<file path="config.mk">
export PLATFORM = sky130hd
export DESIGN_NAME = compacting_id_set_table
export DESIGN_NICKNAME = d
export VERILOG_FILES = /design/src/hw/rtl/csts_pkg.sv /design/src/hw/rtl/compacting_id_set_table.sv /design/src/hw/rtl/csts_cell.sv
export SDC_FILE = /design/constraint.sdc
export NUM_CORES = 1
export LEC_CHECK = 0
export BUFFER_PORTS_ARGS = -buffer_cell sky130_fd_sc_hd__buf_2
export CAP_MARGIN = 20
export CORE_ASPECT_RATIO = 1.25
export CORE_MARGIN = 3
export CORE_UTILIZATION = 65
export CTS_CLUSTER_SIZE = 40
export DETAILED_ROUTE_END_ITERATION = 10
export GPL_ROUTABILITY_DRIVEN = 0
export GPL_TIMING_DRIVEN = 0
export PLACE_DENSITY = 0.85
export RECOVER_POWER = 25
export SLEW_MARGIN = 10
export SYNTH_ARGS = -nofsm -noshare
export SYNTH_HDL_FRONTEND = slang
export SYNTH_SLANG_ARGS = --single-unit
</file>
<file path="constraint.sdc">
create_clock -name clk -period 11.05 [get_ports clk]
set_input_delay 0.5525 -clock clk [delete_from_list [all_inputs] [get_ports clk]]
set_output_delay 0.5525 -clock clk [all_outputs]
set_load 0.03 [all_outputs]
</file>
<file path="src/hw/rtl/csts_pkg.sv">
// ----------------------------------------------------------------------------
// csts_pkg: shared types and constants for the compacting id set table
// Sizes, operation and status codes, and the input and result item structs.
// ----------------------------------------------------------------------------
package csts_pkg;

  // Table capacity (1..16) and significant id width (8..64).
  localparam int SET_SIZE = 16;
  localparam int ID_WIDTH = 32;

  // Width of the id field on the ports; stored ids keep the narrower of the two.
  localparam int ID_FIELD_W = 32;
  localparam int ID_BITS    = (ID_WIDTH < ID_FIELD_W) ? ID_WIDTH : ID_FIELD_W;

  localparam int COUNT_W = $clog2(SET_SIZE + 1);
  localparam int SLOT_W  = (SET_SIZE > 1) ? $clog2(SET_SIZE) : 1;

  localparam int OP_W       = 2;
  localparam int STATUS_W   = 3;
  localparam int POSITION_W = 4;
  localparam int ENTRY_CNT_W = 5;

  localparam logic [OP_W-1:0] OP_ADD    = 2'd0;
  localparam logic [OP_W-1:0] OP_DELETE = 2'd1;
  localparam logic [OP_W-1:0] OP_QUERY  = 2'd2;

  localparam logic [STATUS_W-1:0] ST_OK        = 3'd0;
  localparam logic [STATUS_W-1:0] ST_RESERVED  = 3'd1;
  localparam logic [STATUS_W-1:0] ST_DUPLICATE = 3'd2;
  localparam logic [STATUS_W-1:0] ST_FULL      = 3'd3;
  localparam logic [STATUS_W-1:0] ST_NOT_FOUND = 3'd4;

  localparam logic [ID_FIELD_W-1:0] RESERVED_ID_RESET = 32'hFFFF_FFFF;

  typedef struct packed {
    logic [OP_W-1:0]       op;
    logic [ID_FIELD_W-1:0] id_value;
  } in_item_t;

  typedef struct packed {
    logic [STATUS_W-1:0]    status;
    logic                   found;
    logic [POSITION_W-1:0]  position;
    logic [ENTRY_CNT_W-1:0] entry_count;
  } out_item_t;

  // Per-cell controls driven by the sequencer.
  typedef struct packed {
    logic occupied;
    logic load;
    logic shift;
  } cell_ctrl_t;

endpackage

</file>
<file path="src/hw/rtl/compacting_id_set_table.sv">
// ----------------------------------------------------------------------------
// compacting_id_set_table: fixed-capacity set of ids in insertion order
// A row of slot cells with a broadcast compare and a one-step compaction.
// ----------------------------------------------------------------------------
// Usage
//   in_data (op, id_value) is taken on a transfer: in_valid high, in_stall low.
//   Each transfer yields exactly one result on out_data (status, found,
//   position, entry_count), moved when out_valid is high and out_stall low.
//   cfg_valid/cfg_ready/cfg_data writes the reserved id; cfg_ready is
//   always high. Write it only while the table is idle.
// Timing
//   An item is captured at its transfer edge; in execute every cell
//   compares its id with the broadcast id and the hit is encoded; once the
//   output register is free the cells load or shift down and the result
//   lands in the output register. The next item is taken only after execute
//   completes, set by the capture/execute pair of the sequencer.
// Stalls
//   A waiting result does not block capture of the next item; that item
//   holds in execute until the output register frees up.
// Reset
//   rst clears the count, the sequencer and out_valid, and sets the reserved
//   id to all ones. Slot contents are not cleared; only slots below the count
//   are ever compared, so no clearing pass is needed.
// ----------------------------------------------------------------------------
module compacting_id_set_table (
  input  logic                 clk,
  input  logic                 rst,
  input  logic                 in_valid,
  output logic                 in_stall,
  input  csts_pkg::in_item_t   in_data,
  output logic                 out_valid,
  input  logic                 out_stall,
  output csts_pkg::out_item_t  out_data,
  input  logic                 cfg_valid,
  output logic                 cfg_ready,
  input  logic [csts_pkg::ID_FIELD_W-1:0] cfg_data
);
  import csts_pkg::*;

  localparam logic S_IDLE = 1'b0;
  localparam logic S_EXEC = 1'b1;

  logic                  state;
  logic                  state_next;
  logic [ID_FIELD_W-1:0] reserved_id;
  logic [COUNT_W-1:0]    count;
  logic [COUNT_W-1:0]    count_next;
  logic [OP_W-1:0]       cur_op;
  logic [ID_BITS-1:0]    cur_id;

  logic                  in_xfer;
  logic                  exec_fire;

  cell_ctrl_t            ctrl  [SET_SIZE];
  logic [ID_BITS-1:0]    entry [SET_SIZE];
  logic [ID_BITS-1:0]    upper [SET_SIZE];
  logic [SET_SIZE-1:0]   hit;

  logic                  is_reserved;
  logic                  found;
  logic [SLOT_W-1:0]     slot;
  logic                  add_ok;
  logic                  del_ok;
  logic [STATUS_W-1:0]   status;

  logic [SLOT_W+POSITION_W-1:0]   pos_ext;
  logic [COUNT_W+ENTRY_CNT_W-1:0] cnt_ext;

  assign cfg_ready = 1'b1;
  assign in_stall  = (state == S_EXEC);
  assign in_xfer   = in_valid && !in_stall;
  // Execute completes once the output register is empty or draining.
  assign exec_fire = (state == S_EXEC) && (!out_valid || !out_stall);

  // Cell row: each slot takes the id of the slot above when compacting.
  for (genvar i = 0; i < SET_SIZE; i++) begin : g_cell
    if (i == SET_SIZE - 1) begin : g_top
      assign upper[i] = '0;
    end else begin : g_mid
      assign upper[i] = entry[i+1];
    end

    assign ctrl[i].occupied = COUNT_W'(i) < count;
    assign ctrl[i].load     = exec_fire && add_ok && (count == COUNT_W'(i));
    assign ctrl[i].shift    = exec_fire && del_ok && (SLOT_W'(i) >= slot);

    csts_cell u_cell (
      .clk         (clk),
      .ctrl        (ctrl[i]),
      .id          (cur_id),
      .upper_entry (upper[i]),
      .entry       (entry[i]),
      .hit         (hit[i])
    );
  end

  assign is_reserved = (cur_id == reserved_id[ID_BITS-1:0]);
  assign found       = |hit;

  // Held ids are distinct, so at most one cell hits: OR the indexes.
  always_comb begin
    slot = '0;
    for (int i = 0; i < SET_SIZE; i++) begin
      if (hit[i]) begin
        slot = slot | SLOT_W'(i);
      end
    end
  end

  always_comb begin
    add_ok     = 1'b0;
    del_ok     = 1'b0;
    status     = ST_OK;
    count_next = count;
    if (is_reserved) begin
      status = ST_RESERVED;
    end else begin
      case (cur_op)
        OP_ADD: begin
          if (found) begin
            status = ST_DUPLICATE;
          end else if (count >= COUNT_W'(SET_SIZE)) begin
            status = ST_FULL;
          end else begin
            add_ok     = 1'b1;
            count_next = count + COUNT_W'(1);
          end
        end
        OP_DELETE: begin
          if (found) begin
            del_ok     = 1'b1;
            count_next = count - COUNT_W'(1);
          end else begin
            status = ST_NOT_FOUND;
          end
        end
        default: begin
          // query, and the unused code that behaves as one
          if (!found) begin
            status = ST_NOT_FOUND;
          end
        end
      endcase
    end
  end

  assign pos_ext = {{POSITION_W{1'b0}}, slot};
  assign cnt_ext = {{ENTRY_CNT_W{1'b0}}, count_next};

  always_comb begin
    state_next = state;
    unique case (state)
      S_IDLE: begin
        if (in_xfer) begin
          state_next = S_EXEC;
        end
      end
      S_EXEC: begin
        if (exec_fire) begin
          state_next = S_IDLE;
        end
      end
      default: state_next = S_IDLE;
    endcase
  end

  always_ff @(posedge clk) begin
    if (rst) begin
      state       <= S_IDLE;
      count       <= '0;
      out_valid   <= 1'b0;
      reserved_id <= RESERVED_ID_RESET;
    end else begin
      state <= state_next;
      if (cfg_valid && cfg_ready) begin
        reserved_id <= cfg_data;
      end
      if (exec_fire) begin
        count     <= count_next;
        out_valid <= 1'b1;
      end else if (!out_stall) begin
        out_valid <= 1'b0;
      end
    end
  end

  // Payload registers: no reset.
  always_ff @(posedge clk) begin
    if (in_xfer) begin
      cur_op <= in_data.op;
      cur_id <= in_data.id_value[ID_BITS-1:0];
    end
    if (exec_fire) begin
      out_data.status      <= status;
      out_data.found       <= found && !is_reserved;
      out_data.position    <= (found && !is_reserved) ? pos_ext[POSITION_W-1:0] : '0;
      out_data.entry_count <= cnt_ext[ENTRY_CNT_W-1:0];
    end
  end

  // Count never passes capacity.
  a_count_bound: assert property (@(posedge clk) disable iff (rst)
    count <= COUNT_W'(SET_SIZE))
    else $error("count exceeds table capacity");

  // A captured item always moves the sequencer to execute.
  a_capture_exec: assert property (@(posedge clk) disable iff (rst)
    in_xfer |=> (state == S_EXEC))
    else $error("captured item not executed");

  // The count only changes when an item completes execute.
  a_count_quiet: assert property (@(posedge clk) disable iff (rst)
    !exec_fire |=> $stable(count))
    else $error("count changed outside execute");

  // Load and compaction never act together.
  a_no_load_shift: assert property (@(posedge clk) disable iff (rst)
    !(add_ok && del_ok))
    else $error("append and compaction requested together");

endmodule

</file>
<file path="src/hw/rtl/csts_cell.sv">
// ----------------------------------------------------------------------------
// csts_cell: one slot of the id table
// Holds one id, compares it against the broadcast id, and either loads the
// broadcast id or takes the id of the slot above when the table compacts.
// ----------------------------------------------------------------------------
module csts_cell (
  input  logic                     clk,
  input  csts_pkg::cell_ctrl_t     ctrl,
  input  logic [csts_pkg::ID_BITS-1:0] id,
  input  logic [csts_pkg::ID_BITS-1:0] upper_entry,
  output logic [csts_pkg::ID_BITS-1:0] entry,
  output logic                     hit
);
  import csts_pkg::*;

  logic [ID_BITS-1:0] entry_next;

  assign hit = ctrl.occupied && (entry == id);

  always_comb begin
    entry_next = entry;
    if (ctrl.load) begin
      entry_next = id;
    end else if (ctrl.shift) begin
      entry_next = upper_entry;
    end
  end

  always_ff @(posedge clk) begin
    entry <= entry_next;
  end

endmodule

</file>
==> results of run 1 <==
-- layer usage --
metal / GRT overflow / track usage
met2: 16 / 0.671
met1: 1 / 0.498
met3: 0 / 0.232
met4: 14 / 0.404
met5: 0 / 0.0186
-- Yosys cell counts (4+ instances only) --
library cell | instances | area, sq um
nor2_1 | 55 | 206
a211o_1 | 33 | 289
and2_1 | 31 | 194
or2_2 | 4 | 25.0
nand4_4 | 4 | 85.1
nor2b_1 | 41 | 257
ha_1 | 5 | 62.6
nand4_1 | 88 | 551
a2111oi_0 | 5 | 43.8
mux2_2 | 162 | 1820
nor4b_1 | 16 | 140
nor3_1 | 48 | 240
nand3_4 | 6 | 105
dfxtp_1 | 39 | 781
xnor2_1 | 168 | 1470
xor2_1 | 379 | 3320
nand4b_1 | 4 | 35.0
and3_1 | 7 | 43.8
o21ai_0 | 17 | 85.1
or4_1 | 10 | 75.1
mux2i_1 | 4 | 40.0
nor4_1 | 158 | 988
a21oi_1 | 10 | 50.1
buf_4 | 39 | 293
mux2_1 | 204 | 2300
inv_1 | 9 | 33.8
buf_1 | 4 | 15.0
edfxtp_1 | 559 | 16800
nand3_1 | 35 | 175
and4_1 | 9 | 78.8
clkbuf_1 | 52 | 195
nand2_1 | 38 | 143
mux2_4 | 116 | 1740
buf_2 | 66 | 330
buf_6 | 44 | 495
or3_1 | 13 | 81.3
-- kinds of logic after synthesis --
group                      count (synthesis)  share of synthesized area
adders and majority gates                  5                    0.00184
buffers and inverters                    215                     0.0402
and+or+nand+nor                          588                      0.108
DFF                                      598                      0.517
other                                      1                   0.000110
AOI/OAI and AO/OA                         85                     0.0187
muxes                                    486                      0.174
xor gates and xnor gates                 547                      0.141
-- stage by stage --
step	cell area (sq um)	utilization	cells
after CTS	37500	0.726	3394
after detailed placement	35700	0.690	3291
after global placement	35200	0.682	3273
after floorplan	34000	-	2525
==> flow_summary_export.csv, run 1 <==
group,metric,value,unit
global_route,grt_pass1_vias,25800,
floorplanning,die_w,211,um
floorplanning,io_pins,87,
clocking,hold_buffers,0,
yosys,ys_seq_area_frac,0.517,
clocking,ctsResizeCount,0,
yosys,syn_nets,2601,
clocking,clock-sinks,598,
placement,portBuffers,83,
global_route,grt_overflow_total,31,
yosys,yosys_most_used_dff,"edfxtp_1",
placement,place_ws,5.48,ns
floorplanning,die_y,262,um
yosys,synth_edf_count,559,
placement,dp.final_hpwl,89000,um
run_status,stop_error,"[ERROR GRT-0116] Global routing finished with congestion. Check the congestion regions in the DRC Viewer.",
clocking,h-tree-depth,2,
clocking,cts-root-buf,"clkbuf_16",
clocking,cts_made_buffers,58,
clocking,clock_path_buffers,3,
run_status,lastStage,"global routing",
floorplanning,core.rowCount,93,
global_route,grt_max_degree,33,
floorplanning,start_util,0.658,
yosys,synth.distinct_cells,67,
yosys,ys_ff_latch,598,
run_status,status,"aborted with a tool error",
global_route,track_usage,0.462,
yosys,yosysWarningCount,0,
yosys,syn-mean-instance-area,13.5,sq um
yosys,netlist_area,0.0340,sq mm
clocking,cts_setup_buffers,0,
global_route,grt_pass1_wl,182000,um
yosys,syn-instance-count,2525,
yosys,synthArstFlopShare,0,
==> run 2, diff against run 1 <==
--- a/config.mk
+++ b/config.mk
@@ -7,14 +7,12 @@
 export LEC_CHECK = 0
 export BUFFER_PORTS_ARGS = -buffer_cell sky130_fd_sc_hd__buf_2
 export CAP_MARGIN = 20
-export CORE_ASPECT_RATIO = 1.25
 export CORE_MARGIN = 3
-export CORE_UTILIZATION = 65
-export CTS_CLUSTER_SIZE = 40
+export CORE_UTILIZATION = 40
 export DETAILED_ROUTE_END_ITERATION = 10
 export GPL_ROUTABILITY_DRIVEN = 0
 export GPL_TIMING_DRIVEN = 0
-export PLACE_DENSITY = 0.85
+export PLACE_DENSITY_LB_ADDON = 0.15
 export RECOVER_POWER = 25
 export SLEW_MARGIN = 10
 export SYNTH_ARGS = -nofsm -noshare
==> flow_summary_export.csv, run 2 <==
group,metric,value,unit
power_and_ir_drop,powerDensity,139,mW/mm^2
timing,fmax,140,MHz
yosys,syn-mean-instance-area,13.5,sq um
floorplanning,die_w,297,um
finish,drive_above_1_share,0.199,
timing,hold_viol_final,0,
finish,layout_common_cells,"559 x edfxtp_1, 379 x xor2_1, 277 x mux2_1",
timing,tns,0,ns
clocking,ctsResizeCount,0,
timing,report.final.setup_viol,0,
critical_path,cp.required,11.38,ns
power_and_ir_drop,power,5.26,mW
yosys,synthArstFlopShare,0,
route,dr.pass1.iters,6,
clocking,cts-root-buf,"clkbuf_16",
global_route,grt_max_degree,33,
route,dr_total_vias,22600,
critical_path,path_class,"reg2reg",
timing,tightest_slew,2.22,ns
finish,regArea,0.0176,sq mm
power_and_ir_drop,p_leak,12.5,nW
clocking,cts_tree,"yes",
critical_path,crit_path_end_kind,"register",
critical_path,worst_setup_path_start_kind,"register",
yosys,yosys_most_used_dff,"edfxtp_1",
flow_run,cap_violations,1,
finish,multiInputGateArea,0.0147,sq mm
floorplanning,fp.coreArea,0.0840,sq mm
global_route,grt_overflow_total,0,
finish,largest_reg_flops,512,
clocking,cts_setup_buffers,0,
route,viasPerCell,5.80,
route,dr.first_iter.drc_count,2798,
global_route,grt_antenna_before_repair,0,
clocking,clk-insertion-delay-late,0.63,ns
floorplanning,start_util,0.405,
clocking,cts_made_buffers,71,
yosys,synth.distinct_cells,67,
timing,rsz0062_at_grt,"false",
clocking,hold_buffers,0,
run_status,violations,"max-capacitance violations, max-slew violations",
route,drc,0,
timing,post-route-period-util,0.649,
run_status,status,"complete, but fails checks",
hold_path,hold_class,"in2reg",
yosys,synth_area_leaders,"edfxtp_1 49%, xor2_1 9.8%, mux2_1 6.8%",
critical_path,worstPathArrival,7.50,ns
yosys,syn_nets,2601,
yosys,yosysWarningCount,0,
power_and_ir_drop,vdd_ir_drop_max,0.000132,V
yosys,yosysMostFrequentCell,"edfxtp_1",
yosys,yosysTopAreaCell,"edfxtp_1",
timing,relSlewSlack,-0.486,
global_route,track_usage,0.269,
finish,top_regs,"g_cell.u_cell.entry: 512 flops, cur_id: 32 flops, reserved_id: 32 flops",
route,wire_per_inst,31.4,um
yosys,netlist_area,0.0340,sq mm
global_route,grt_pass1_vias,22800,
floorplanning,io_pins,87,
floorplanning,core.rowCount,106,
finish,nets,2778,
finish,largest-register,"g_cell.u_cell.entry",
route,final_antenna_net_count,0,
clocking,clock_path_buffers,3,
clocking,h-tree-depth,3,
clocking,cts.clk_slew.worst_paths,0.06,ns
critical_path,worstPathMaxFanout,10,
floorplanning,dieArea,0.0885,sq mm
finish,fillers,7655,
clocking,clock-sinks,598,
yosys,synthTopCellsByCount,"559 x edfxtp_1, 379 x xor2_1, 204 x mux2_1",
floorplanning,die_y,297,um
finish,final_common_cell,"edfxtp_1",
placement,portBuffers,83,
yosys,syn-instance-count,2525,
placement,dp.final_hpwl,99700,um
yosys,synth_edf_count,559,
timing,clock_skew,0.0244,ns
timing,period_needed,7.17,ns
finish,syn2layout_area_growth,11.7,%
yosys,ys_seq_area_frac,0.517,
global_route,grt_pass1_wl,168000,um
placement,numPlacedInstances,3761,
yosys,yosysTopAreaCellShare,0.494,
route,postRouteWirelength,122000,um
timing,maxSlewViolCount,16,
yosys,ys_ff_latch,598,
finish,finalNonFillerCells,3890,
-- run 2: cell counts after synthesis --
Identical to the previous run, type by type.
-- run 2: kinds of logic after synthesis --
family / after synthesis / share of synthesized area
flops: 598 / 0.517
compound gates: 85 / 0.0187
mux: 486 / 0.174
simple gates: 588 / 0.108
buf+inv: 215 / 0.0402
other cells: 1 / 0.000110
fa+ha+maj: 5 / 0.00184
xor+xnor: 547 / 0.141
-- run 2: power breakdown --
group	total, mW	internal, mW	switching (mW)
Combinational	0.487	0.133	0.354
Sequential	2.48	2.47	0.0115
Clock	2.30	1.34	0.955
-- run 2: layer usage --
layer	wire, um	up-vias	global-route usage	share of wire
li1	-	9804	-	-
met1	48900	11200	0.334	0.40
met2	56300	1191	0.437	0.46
met3	7370	405	0.0364	0.060
met4	9700	0	0.180	0.079
met5	0	-	0	0
-- run 2: path summary, 6_finish.rpt --
path          startpoint                         end  slack [ns]  cells past startpoint
max           cur_id[31]  g_cell[12].u_cell.entry[8]        3.88                     16
min          in_data[18]                  cur_id[18]         0.1                      1
max reg2reg   cur_id[31]  g_cell[12].u_cell.entry[8]        3.88                     16
min reg2reg    out_valid                   out_valid        0.53                      2
-- run 2: cell type report --
cell class              count  share of cell area
well taps                1134              0.0374
clock buffers              91              0.0527
diodes                      4            0.000264
flip-flops and latches    598               0.463
inverters                  10            0.000989
multi-input cells        1712               0.389
repair buffers            104              0.0186
plain buffers             205              0.0322
clock inverters            32             0.00620
-- run 2: per-stage QoR --
stage | util | area (sq um) | hold WS [ns] | setup WS [ns]
after global routing | 0.452 | 37900 | 0.0853 | 3.81
after detailed placement | 0.432 | 36300 | 0.510 | 5.05
after floorplan | - | 34000 | 0.550 | 5.48
final | 0.452 | 37900 | 0.0980 | 3.88
after global placement | 0.427 | 35800 | 0.494 | 2.62
after CTS | 0.459 | 38500 | 0.0751 | 5.04
-- run 2: worst max-delay path, cell delays in order, from the launching register on --
cell	delay, ns
edfxtp_1	0.31
clkbuf_1	0.56
clkbuf_1	0.85
xnor2_1	0.34
nand4_1	0.25
or3_1	0.14
nor3_1	0.16
a2111oi_0	0.73
nand4_1	0.88
nor3_2	0.70
nand3_2	0.36
buf_2	0.34
o211ai_1	0.31
buf_4	0.29
buf_4	0.20
buf_4	0.21
buf_4	0.21
(Power assumes the default switching activity.)
==> run 3, diff against run 2 <==
==> constraint.sdc (replaced) <==
create_clock -name clk -period 7 [get_ports clk]
set_input_delay 0.35 -clock clk [delete_from_list [all_inputs] [get_ports clk]]
set_output_delay 0.35 -clock clk [all_outputs]
set_load 0.03 [all_outputs]
==> flow_summary_export.csv, run 3 (synthesis gave the netlist of run 2 again) <==
group,metric,value,unit
timing,post-route-period-util,0.932,
placement,placed_cell_area,0.0363,sq mm
finish,final_common_cell,"edfxtp_1",
global_route,grt_pass1_vias,23100,
route,viasPerCell,5.76,
finish,final_cell_area,0.0386,sq mm
run_status,violations,"max-capacitance violations, max-slew violations",
clocking,cts.clk_slew.worst_paths,0.06,ns
hold_path,hold_class,"in2reg",
critical_path,worst_setup_path_start_kind,"register",
critical_path,rr_endpoint,"g_cell[11].u_cell.entry[8]",
floorplanning,dieArea,0.0885,sq mm
power_and_ir_drop,p_leak,12.8,nW
clocking,ctsResizeCount,0,
timing,clock_skew,0.0266,ns
power_and_ir_drop,p_sw,2.10,mW
critical_path,crit_chain,"buf_2 > clkbuf_1 > xnor2_1 > nor4b_1 > nand4_1 > nor4_1 > nor2_1 > nand2_1 > nor4_1 > clkbuf_1 > nand4_1 > clkbuf_1 > nand2_2",
finish,layout_common_cells,"559 x edfxtp_1, 379 x xor2_1, 276 x mux2_1",
run_status,status,"complete, but fails checks",
power_and_ir_drop,intPower,6.25,mW
power_and_ir_drop,seqPwrFrac,0.469,
power_and_ir_drop,vdd_ir_drop_max,0.000208,V
finish,fillers,7600,
clocking,clk-insertion-delay-late,0.63,ns
timing,maxSlewViolCount,37,
floorplanning,io_pins,87,
finish,drive_above_1_share,0.195,
route,final_antenna_net_count,0,
critical_path,worstPathMaxFanout,32,
finish,nets,2845,
clocking,h-tree-depth,3,
timing,whs,0.0189,ns
hold_path,holdPathEnd,"in_stall",
route,dr.first_iter.drc_count,2694,
route,dr_total_vias,22800,
clocking,cts_setup_buffers,0,
critical_path,cp.required,7.17,ns
timing,hold_viol_final,0,
timing,relSlewSlack,-0.501,
finish,finalNonFillerCells,3954,
clocking,hold_buffers,67,
timing,period_needed,6.52,ns
critical_path,crit_top_cell,"clkbuf_1",
timing,rsz0062_at_grt,"false",
critical_path,crit_path_end_kind,"register",
timing,tightest_slew,2.25,ns
route,postRouteWirelength,123000,um
power_and_ir_drop,powerDensity,216,mW/mm^2
finish,top_regs,"g_cell.u_cell.entry: 512 flops, cur_id: 32 flops, reserved_id: 32 flops",
critical_path,regToRegSetupSlack,0.48,ns
critical_path,worstPathArrival,6.69,ns
global_route,track_usage,0.270,
hold_path,min_from,"in_valid",
power_and_ir_drop,clkPwrFrac,0.435,
route,wire_per_inst,31.1,um
placement,dp.final_hpwl,99700,um
placement,portBuffers,83,
global_route,grt_overflow_total,0,
clocking,cts_made_buffers,71,
route,dr.pass1.iters,9,
floorplanning,die_y,297,um
clocking,clock-sinks,598,
clocking,cts_tree,"yes",
clocking,clock_path_buffers,3,
finish,largest_reg_flops,512,
finish,syn2layout_area_growth,13.6,%
power_and_ir_drop,power_frac_comb,0.096,
floorplanning,start_util,0.405,
clocking,cts-root-buf,"clkbuf_16",
timing,fmax,153,MHz
timing,setup_ws,0.478,ns
placement,numPlacedInstances,3761,
power_and_ir_drop,switching_share,0.251,
global_route,grt_antenna_before_repair,0,
placement,place_ws,1.00,ns
timing,report.final.setup_viol,0,
route,drc,0,
floorplanning,core.rowCount,106,
critical_path,slowest_delay,1.10,ns
hold_path,min_path_cells,3,
global_route,grt_pass1_wl,169000,um
critical_path,path_class,"reg2reg",
global_route,grt_max_degree,33,
critical_path,slowest_stage,"nor4_1",
critical_path,r2r_start,"cur_id[31]",
finish,largest-register,"g_cell.u_cell.entry",
floorplanning,die_w,297,um
critical_path,ff2ff_path_depth,13,
flow_run,cap_violations,2,
floorplanning,fp.coreArea,0.0840,sq mm
==> run 3: metal layers <==
layer,wire (um),GRT usage,vias up
met5,0,0,-
met4,9810,0.181,0
met3,8020,0.0362,421
met2,56600,0.440,1280
met1,48400,0.335,11200
li1,-,-,9927
==> run 3: critical path: cells and delay by family, from the launching register on <==
kind	cells	cell delay, ns
simple gates	8	3.29
xor+xnor	1	0.32
flops	1	0.31
buf+inv	4	2.09
==> run 3: area by class of cell <==
| class | count | area (sq um) | share of cell area |
|---|---|---|---|
| timing repair buffer | 171 | 1380 | 0.0356 |
| clock buffer | 91 | 2000 | 0.0517 |
| inverter | 10 | 37.5 | 0.000972 |
| buffer | 205 | 1220 | 0.0317 |
| sequential | 598 | 17600 | 0.455 |
| antenna | 1 | 2.50 | 0.0000648 |
| clock inverter | 32 | 235 | 0.00609 |
| multi-input combinational | 1712 | 14800 | 0.382 |
| tap | 1134 | 1420 | 0.0367 |
==> run 3: stage by stage <==
stage,TNS (ns),power [mW],utilization
floorplan,0,4.40,-
global placement,-324.11,4.73,0.427
detailed placement,0,4.75,0.432
CTS,0,8.39,0.467
global route,0,8.55,0.460
finish,0,8.35,0.460
==> run 3: worst max path at each step <==
stage | slack [ns] | to | from | depth (start not counted)
final | 0.48 | g_cell[11].u_cell.entry[8] | cur_id[31] | 13
after CTS | 0.99 | g_cell[12].u_cell.entry[8] | count[1] | 17
after global routing | 0.37 | g_cell[11].u_cell.entry[14] | cur_id[31] | 13
after floorplan | 1.43 | g_cell[2].u_cell.entry[0] | cur_id[30] | 12
after global placement | -1.43 | g_cell[13].u_cell.entry[8] | count[1] | 11
after detailed placement | 1.00 | g_cell[12].u_cell.entry[9] | count[1] | 17
==> run 3: power groups by stage <==
stage | logic [mW] | registers, mW | clock network (mW)
2_1_floorplan | 0.409 | 4.00 | 0
3_3_place_gp | 0.743 | 3.99 | 0
3_5_place_dp | 0.757 | 3.99 | 0
4_1_cts | 0.789 | 3.92 | 3.68
5_1_grt | 0.824 | 3.92 | 3.81
6_report | 0.798 | 3.92 | 3.63
